==> src/design/hard_disk_event_chain_unit_macros.svh <==
// Assertion macros for the hard disk event chain unit
`ifndef HARD_DISK_EVENT_CHAIN_UNIT_MACROS_SVH
`define HARD_DISK_EVENT_CHAIN_UNIT_MACROS_SVH
`ifndef SYNTH
`define HDEC_ASSERT_IMPL(lbl, clk, rst_n, ante, cons) \
  lbl: assert property (@(posedge clk) disable iff (!rst_n) (ante) |-> (cons)) \
    else $error("assertion failed");
`define HDEC_ASSERT_NEXT(lbl, clk, rst_n, ante, cons) \
  lbl: assert property (@(posedge clk) disable iff (!rst_n) (ante) |=> (cons)) \
    else $error("assertion failed");
`else
`define HDEC_ASSERT_IMPL(lbl, clk, rst_n, ante, cons)
`define HDEC_ASSERT_NEXT(lbl, clk, rst_n, ante, cons)
`endif
`endif

==> src/design/hdec_pkg.sv <==
// ----------------------------------------------------------------------------
// hdec_pkg
// Shared types and constants for the hard disk event chain unit.
// ----------------------------------------------------------------------------
`default_nettype none
package hdec_pkg;
  localparam int NumParticles = 256;
  localparam int CoordBits    = 24;
  localparam int MaxEvents    = 1024;
  localparam int IdxBits      = $clog2(NumParticles);
  localparam int CntBits      = $clog2(MaxEvents + 1);
  localparam int RadBits      = 22;
  localparam int SqBits       = 2 * (RadBits + 1);   // (2r)^2 width
  localparam int RootBits     = RadBits + 1;

  typedef logic [CoordBits-1:0] coord_t;
  typedef logic [IdxBits-1:0]   idx_t;

  typedef enum logic [1:0] {
    KIND_LOAD  = 2'd0,
    KIND_CHAIN = 2'd1,
    KIND_READ  = 2'd2,
    KIND_NONE  = 2'd3
  } kind_t;

  typedef enum logic [3:0] {
    ST_IDLE, ST_RD_WAIT, ST_RD_OUT, ST_CUR_RD, ST_CUR_WAIT, ST_SCAN_RD,
    ST_SCAN_WAIT, ST_PERP, ST_SQ_GO, ST_SQRT, ST_FLIGHT, ST_MOVE, ST_FIN_RD,
    ST_FIN_WAIT, ST_FIN_OUT
  } state_t;

  typedef struct packed {
    logic                start;
    logic [SqBits-1:0]   value;
  } sqrt_req_t;

  typedef struct packed {
    logic                done;
    logic [RootBits-1:0] root;
  } sqrt_rsp_t;
endpackage
`default_nettype wire

==> src/design/hdec_sqrt.sv <==
// ----------------------------------------------------------------------------
// hdec_sqrt
// Bit-serial integer square root, one result bit per cycle.
// ----------------------------------------------------------------------------
`default_nettype none
`include "hard_disk_event_chain_unit_macros.svh"
module hdec_sqrt (
  input  wire logic             clk,
  input  wire logic             rst_n,
  input  wire hdec_pkg::sqrt_req_t req,
  output hdec_pkg::sqrt_rsp_t   rsp
);
  import hdec_pkg::*;
  localparam int StepBits = $clog2(RootBits + 1);

  logic [SqBits-1:0]   rem_r, rem_nxt;
  logic [RootBits-1:0] root_r, root_nxt;
  logic [StepBits-1:0] step_r, step_nxt;
  logic                busy_r, busy_nxt;

  // Sequencer: load the radicand on start, then count down one step per bit.
  always_comb begin
    rem_nxt  = rem_r;
    root_nxt = root_r;
    step_nxt = step_r;
    busy_nxt = busy_r;
    if (req.start) begin
      rem_nxt  = req.value;
      root_nxt = '0;
      step_nxt = StepBits'(RootBits);
      busy_nxt = 1'b1;
    end else if (busy_r) begin
      busy_nxt = (step_r != StepBits'(1));
      step_nxt = step_r - StepBits'(1);
    end
  end

  // Separate datapath: partial remainder in acc_r, radicand shifted out of rem_r.
  logic [RootBits+1:0] acc_r, acc_nxt;
  logic [RootBits+1:0] cand;
  logic [RootBits+1:0] shifted;
  always_comb begin
    shifted = {acc_r[RootBits-1:0], rem_r[SqBits-1 -: 2]};
    cand    = {root_r, 2'b01};
    acc_nxt = acc_r;
    if (req.start) begin
      acc_nxt = '0;
    end else if (busy_r) begin
      if (shifted >= cand) acc_nxt = shifted - cand;
      else acc_nxt = shifted;
    end
  end

  logic [SqBits-1:0]   rsh_nxt;
  logic [RootBits-1:0] rt_nxt;
  always_comb begin
    rsh_nxt = rem_nxt;
    rt_nxt  = root_nxt;
    if (!req.start && busy_r) begin
      rsh_nxt = {rem_r[SqBits-3:0], 2'b00};
      rt_nxt  = {root_r[RootBits-2:0], (shifted >= cand)};
    end
  end

  always_ff @(posedge clk) begin
    if (!rst_n) begin
      busy_r <= 1'b0;
      step_r <= '0;
    end else begin
      busy_r <= busy_nxt;
      step_r <= step_nxt;
    end
    rem_r  <= rsh_nxt;
    root_r <= rt_nxt;
    acc_r  <= acc_nxt;
  end

  logic done_r;
  always_ff @(posedge clk) begin
    if (!rst_n) done_r <= 1'b0;
    else done_r <= busy_r && !req.start && (step_r == StepBits'(1));
  end

  assign rsp.done = done_r;
  assign rsp.root = root_r;

  `HDEC_ASSERT_NEXT(a_done_pulse, clk, rst_n, done_r, !done_r)
  `HDEC_ASSERT_IMPL(a_step_range, clk, rst_n, busy_r, step_r != '0)
  `HDEC_ASSERT_NEXT(a_start_busy, clk, rst_n, req.start, busy_r)
endmodule
`default_nettype wire
==> config.mk <==
export PLATFORM = sky130hd
export DESIGN_NAME = hdec_sqrt
export DESIGN_NICKNAME = d
export VERILOG_FILES = /design/src/design/hdec_pkg.sv /design/src/design/hdec_sqrt.sv
export VERILOG_INCLUDE_DIRS = /design/src /design/src/design
export SDC_FILE = /design/constraint.sdc
export NUM_CORES = 1
export LEC_CHECK = 0
export ABC_CLOCK_PERIOD_IN_PS = 4900
export BUFFER_PORTS_ARGS = -buffer_cell sky130_fd_sc_hd__buf_2
export CAP_MARGIN = 25
export CORE_ASPECT_RATIO = 1.75
export CORE_MARGIN = 2
export CORE_UTILIZATION = 40
export CTS_CLUSTER_DIAMETER = 150
export DETAILED_ROUTE_END_ITERATION = 10
export SYNTH_ARGS = -nofsm -noshare
export SYNTH_HDL_FRONTEND = slang
export SYNTH_SLANG_ARGS = --single-unit
==> constraint.sdc <==
create_clock -name clk -period 4.9 [get_ports clk]
set_input_delay 0 -clock clk [delete_from_list [all_inputs] [get_ports clk]]
set_output_delay 0 -clock clk [all_outputs]
set_load 0.01 [all_outputs]
Word level (Yosys, flattened, before mapping) --
Index checks and enable logic that the tools add are counted.
Cells by class: add/subtract/negate cells 2, magnitude comparators 1, eq/ne operators 2, mux-type cells 9, bitwise operators 1, reductions and logical operators 6
Operator list (count):
- 46-bit two-way mux | 2
- 23-bit two-way mux | 3
- 25-bit greater-or-equal comparator | 1
- 23-bit subtractor | 1
- 5-bit two-way mux | 2
- 5-bit by 1-bit equality test with 1-bit output, second input constant | 1
- 5-bit by 1-bit != test with 1-bit output, second input constant | 1
- 5-bit by 1-bit subtractor with 5-bit output, second input constant | 1
- 2-bit nonzero test | 2
- 1-bit logical AND | 2
- 1-bit two-way mux | 2
- 2-bit OR reduction | 1
- 1-bit logical NOT | 1
- 1-bit inverter | 1
Word-level totals: bits in registers 99, input bits 49, output and inout port bits 24

Depth between registers and ports, before layout --
depth after elaboration 3, depth in mapped cells 13

Worst setup path before layout --
No wires, ideal clock.
kind register to register, start reg root_r[20], end reg acc_r[14], data arrival time 2580 ps, data required time 4812 ps, path slack 2232 ps, cell stages (with the launch flop) 13, buffers on the path 2, clock period less this slack 2668 ps, path through edfxtp_1 > inv_1 > ha_1 > a21o_1 > a21o_1 > a21o_1 > or4_4 > a21oi_4 > or2_1 > buf_6 > buf_8 > nand2_2 > a311oi_2
On the way: cells in the longest elaborated chain, start to end 2
Ends and longest elaborated chain:
- start: declaration | RTL line hdec_sqrt.sv:17 | logic [RootBits-1:0] root_r, root_nxt;
- start signal: assignment | RTL line hdec_sqrt.sv:74 | root_r <= rt_nxt;
- 25-bit greater-or-equal comparator | RTL line hdec_sqrt.sv:49 | if (shifted >= cand) acc_nxt = shifted - cand;
- 23-bit two-way mux | RTL line hdec_sqrt.sv:49
- end signal: assignment | RTL line hdec_sqrt.sv:75 | acc_r <= acc_nxt;
- end: declaration | RTL line hdec_sqrt.sv:39 | logic [RootBits+1:0] acc_r, acc_nxt;
Every way passes these cells. A chain may end at the register's enable or synchronous reset.

Final worst setup path --
start reg root_r[20], end reg acc_r[17]
The elaborated chain is that of the path after synthesis.

==> impl_metrics.csv <==
group,metric,value,unit
clock_tree,clockRootBuffer,"clkbuf_16",
logic_synthesis,synthCells,482,
sta,hold_viol,0,
layout,fillCellCount,1152,
routing,drt_first_pass_iters,6,
logic_synthesis,async_flop_share,0,
logic_synthesis,synth_area,0.00514,mm2
sta,skew,0.00689,ns
sta,finalCriticalPeriod,3.10,ns
global_routing,antenna_found_initial,0,
run_status,outcome,"complete, no violations",
place,portBuffers,72,
layout,fin_nets,669,
setup_path,slowest_stage,"or2_1",
routing,wl,12.6,mm
logic_synthesis,yosys_warnings,0,
hold_path,hp-class,"in -> reg",
setup_path,endpoint_kind,"register",
routing,first_iter_violations,176,
sta,drv_slew,0,
sta,fmax,0.322,GHz
routing,wl_per_cell,16.4,um
global_routing,grt_max_degree,60,
logic_synthesis,yosysTopAreaCellShare,0.391,
global_routing,grt_pass1_wl,20.0,mm
clock_tree,cts.clk_slew.worst_paths,0.07,ns
job,maxCapViolations,0,
power,power.density,344,mW/mm2
logic_synthesis,yosys.area.top_type,"edfxtp_1",
clock_tree,cts_tree,"done",
sta,min_period_over_period,0.634,
logic_synthesis,synth.most_common_cell,"edfxtp_1",
sta,rsz0062_at_grt,"false",
logic_synthesis,synth_enable_flop_cells,67,
layout,syn_to_final_growth,24.7,%
power,p_sw_frac,0.295,
setup_path,start_kind,"register",
logic_synthesis,ys_top_cells_by_area,"edfxtp_1, dfxtp_1, a22o_1",
global_routing,first_global_vias,4180,
logic_synthesis,synth_common_cells,"edfxtp_1, nor2_1, a22o_1, dfxtp_1, inv_1",
clock_tree,post_cts_buffers,0,
power,p_sw,0.650,mW
sta,timing.slew.headroom,0.415,
place,routabilityCongestion,0.852,
floorplan,core,0.0125,mm2
logic_synthesis,synth_cell_types,58,
clock_tree,htreeDepth,3,
power,internal_power,1.56,mW
routing,drc,0,
power,pwr-share-comb,0.225,
setup_path,cp.required,5.15,ns
global_routing,grt-ovfl-total,0,
clock_tree,ctsResizeCount,0,
floorplan,die_h,154,um
place,dp_hpwl,8.65,mm
logic_synthesis,ys_ff_latch,99,
routing,drtAntennaViolNets,0,
clock_tree,clk_latency,0.35,ns
sta,tns,0,ns
routing,via_count,4040,
layout,diodes,0,
logic_synthesis,syn_nets,558,
clock_tree,cts_buffers,9,
setup_path,crit_path_frequent_cell,"a21o_1",
clock_tree,cts_buffer_depth,2,
floorplan,dieArea,0.0138,mm2
logic_synthesis,syn_area_per_cell,10.7,um2
power,total_power,2.21,mW
sta,worstMarginPinSlew,0.877,ns
floorplan,die_width,89.7,um
setup_path,crit_arrival,3.35,ns
clock_tree,ctsHoldBuffers,46,
floorplan,ios,73,
setup_path,path_class,"reg -> reg",
layout,drive_gt1_frac,0.182,
power,power_frac_clock,0.319,
power,leakagePower,2.67,nW
setup_path,path_max_fanout,19,
clock_tree,cts_sinks,99,
global_routing,grt_use_total,0.187,
floorplan,start_util,0.411,
setup_path,cp_slowest_stage_delay,0.62,ns
floorplan,std_cell_rows,54,
sta,setup_viol,0,
routing,vias_per_cell,5.27,
logic_synthesis,synth_ff_type,"edfxtp_1",
setup_path,path_cells,"inv_1 > ha_1 > a21o_1 > a21o_1 > a21o_1 > or4_4 > a21oi_4 > or2_1 > nor3_1 > a2111oi_2",
logic_synthesis,yosysSeqAreaShare,0.516,
power,vdd_drop_max,176,uV
power,seqPwrFrac,0.456,
power by group through the flow:
| stage | combinational, mW | sequential (mW) | clock (mW) |
|---|---|---|---|
| 3_5_place_dp | 0.469 | 1.02 | 0 |
| 6_report | 0.496 | 1.01 | 0.703 |
| 5_1_grt | 0.555 | 1.02 | 0.756 |
| 2_1_floorplan | 0.347 | 1.02 | 0 |
| 4_1_cts | 0.500 | 1.01 | 0.721 |
| 3_3_place_gp | 0.460 | 1.02 | 0 |
cells in the final DEF (no fill, tap or decap), drive strengths merged, types with 3 or more instances in the layout:
cell	n
nor3	12
buf	79
o21ai	18
a311oi	6
nor2	63
o21a	5
nor4	4
nand3	10
a22o	44
a211oi	9
a21oi	19
ha	27
nand2	31
a31oi	3
xor2	7
mux2i	8
dfxtp	32
dlygate4sd3	47
a21o	10
a32oi	4
o31ai	3
clkbuf	10
xnor2	14
edfxtp	67
inv	35
path summary, 6_finish.rpt:
kind,startpoint,to,slack [ns],cells after the start
worst max-delay path,root_r[20]$_SDFFCE_PN0P_,acc_r[17]$_SDFFE_PP0P_,1.80,10
worst min-delay path,req[46],acc_r[14]$_SDFFE_PP0P_,0.02,2
worst min register to register,acc_r[21]$_SDFFE_PP0P_,acc_r[21]$_SDFFE_PP0P_,0.48,2
worst max register to register,root_r[20]$_SDFFCE_PN0P_,acc_r[17]$_SDFFE_PP0P_,1.80,10
layout make-up:
| type | instances | area [um2] | area share |
|---|---|---|---|
| inverter | 32 | 120 | 0.0187 |
| sequential | 99 | 2650 | 0.414 |
| multi-input combinational | 325 | 2250 | 0.351 |
| clock inverter | 6 | 53.8 | 0.00839 |
| timing repair buffer | 126 | 883 | 0.138 |
| clock buffer | 10 | 239 | 0.0373 |
| tap | 168 | 210 | 0.0328 |
flip-flops by register name, summed over array words and instances, names as in the netlist:
name    flops
acc_r      23
rem_r      46
busy_r      1
root_r     23
step_r      5
done_r      1
layer usage:
metal,GRT usage,up-vias,share of wire
met5,0,-,0
met4,0.0789,0,0.031
met3,0.0301,25,0.033
met2,0.327,88,0.52
met1,0.218,1911,0.42
li1,-,2016,-
metrics by stage:
step / hold slack (ns) / cells / worst slack (ns) / area [um2] / utilization
global placement: 0.199 / 703 / 1.86 / 5650 / 0.452
finish: 0.0205 / 766 / 1.80 / 6410 / 0.513
CTS: 0.00324 / 765 / 1.78 / 6400 / 0.512
detailed placement: 0.218 / 703 / 1.77 / 5650 / 0.452
global route: 0.0328 / 766 / 1.50 / 6410 / 0.513
floorplan: 0.109 / 482 / 2.23 / 5140 / -
critical path: cells and delay by family, from the launching register on:
family                     cells  cell delay, ns
and+or+nand+nor                3            1.25
adders and majority gates      1            0.26
DFF                            1            0.38
AOI/OAI and AO/OA              5            1.02
buffers and inverters          1            0.09
kinds of logic (layout without fill, tap and decap cells):
logic type               count (synthesis)  in the layout  share of synthesized area
AO/OA/AOI/OAI                          135            135                      0.202
AND/OR/NAND/NOR                        134            134                      0.117
flip-flops                              99             99                      0.516
buffers and inverters                   58            174                     0.0472
adder cells (fa/ha/maj)                 27             27                     0.0657
XOR/XNOR                                21             21                     0.0358
multiplexers                             8              8                     0.0156
Note: power is estimated with default switching activity, not from simulation.
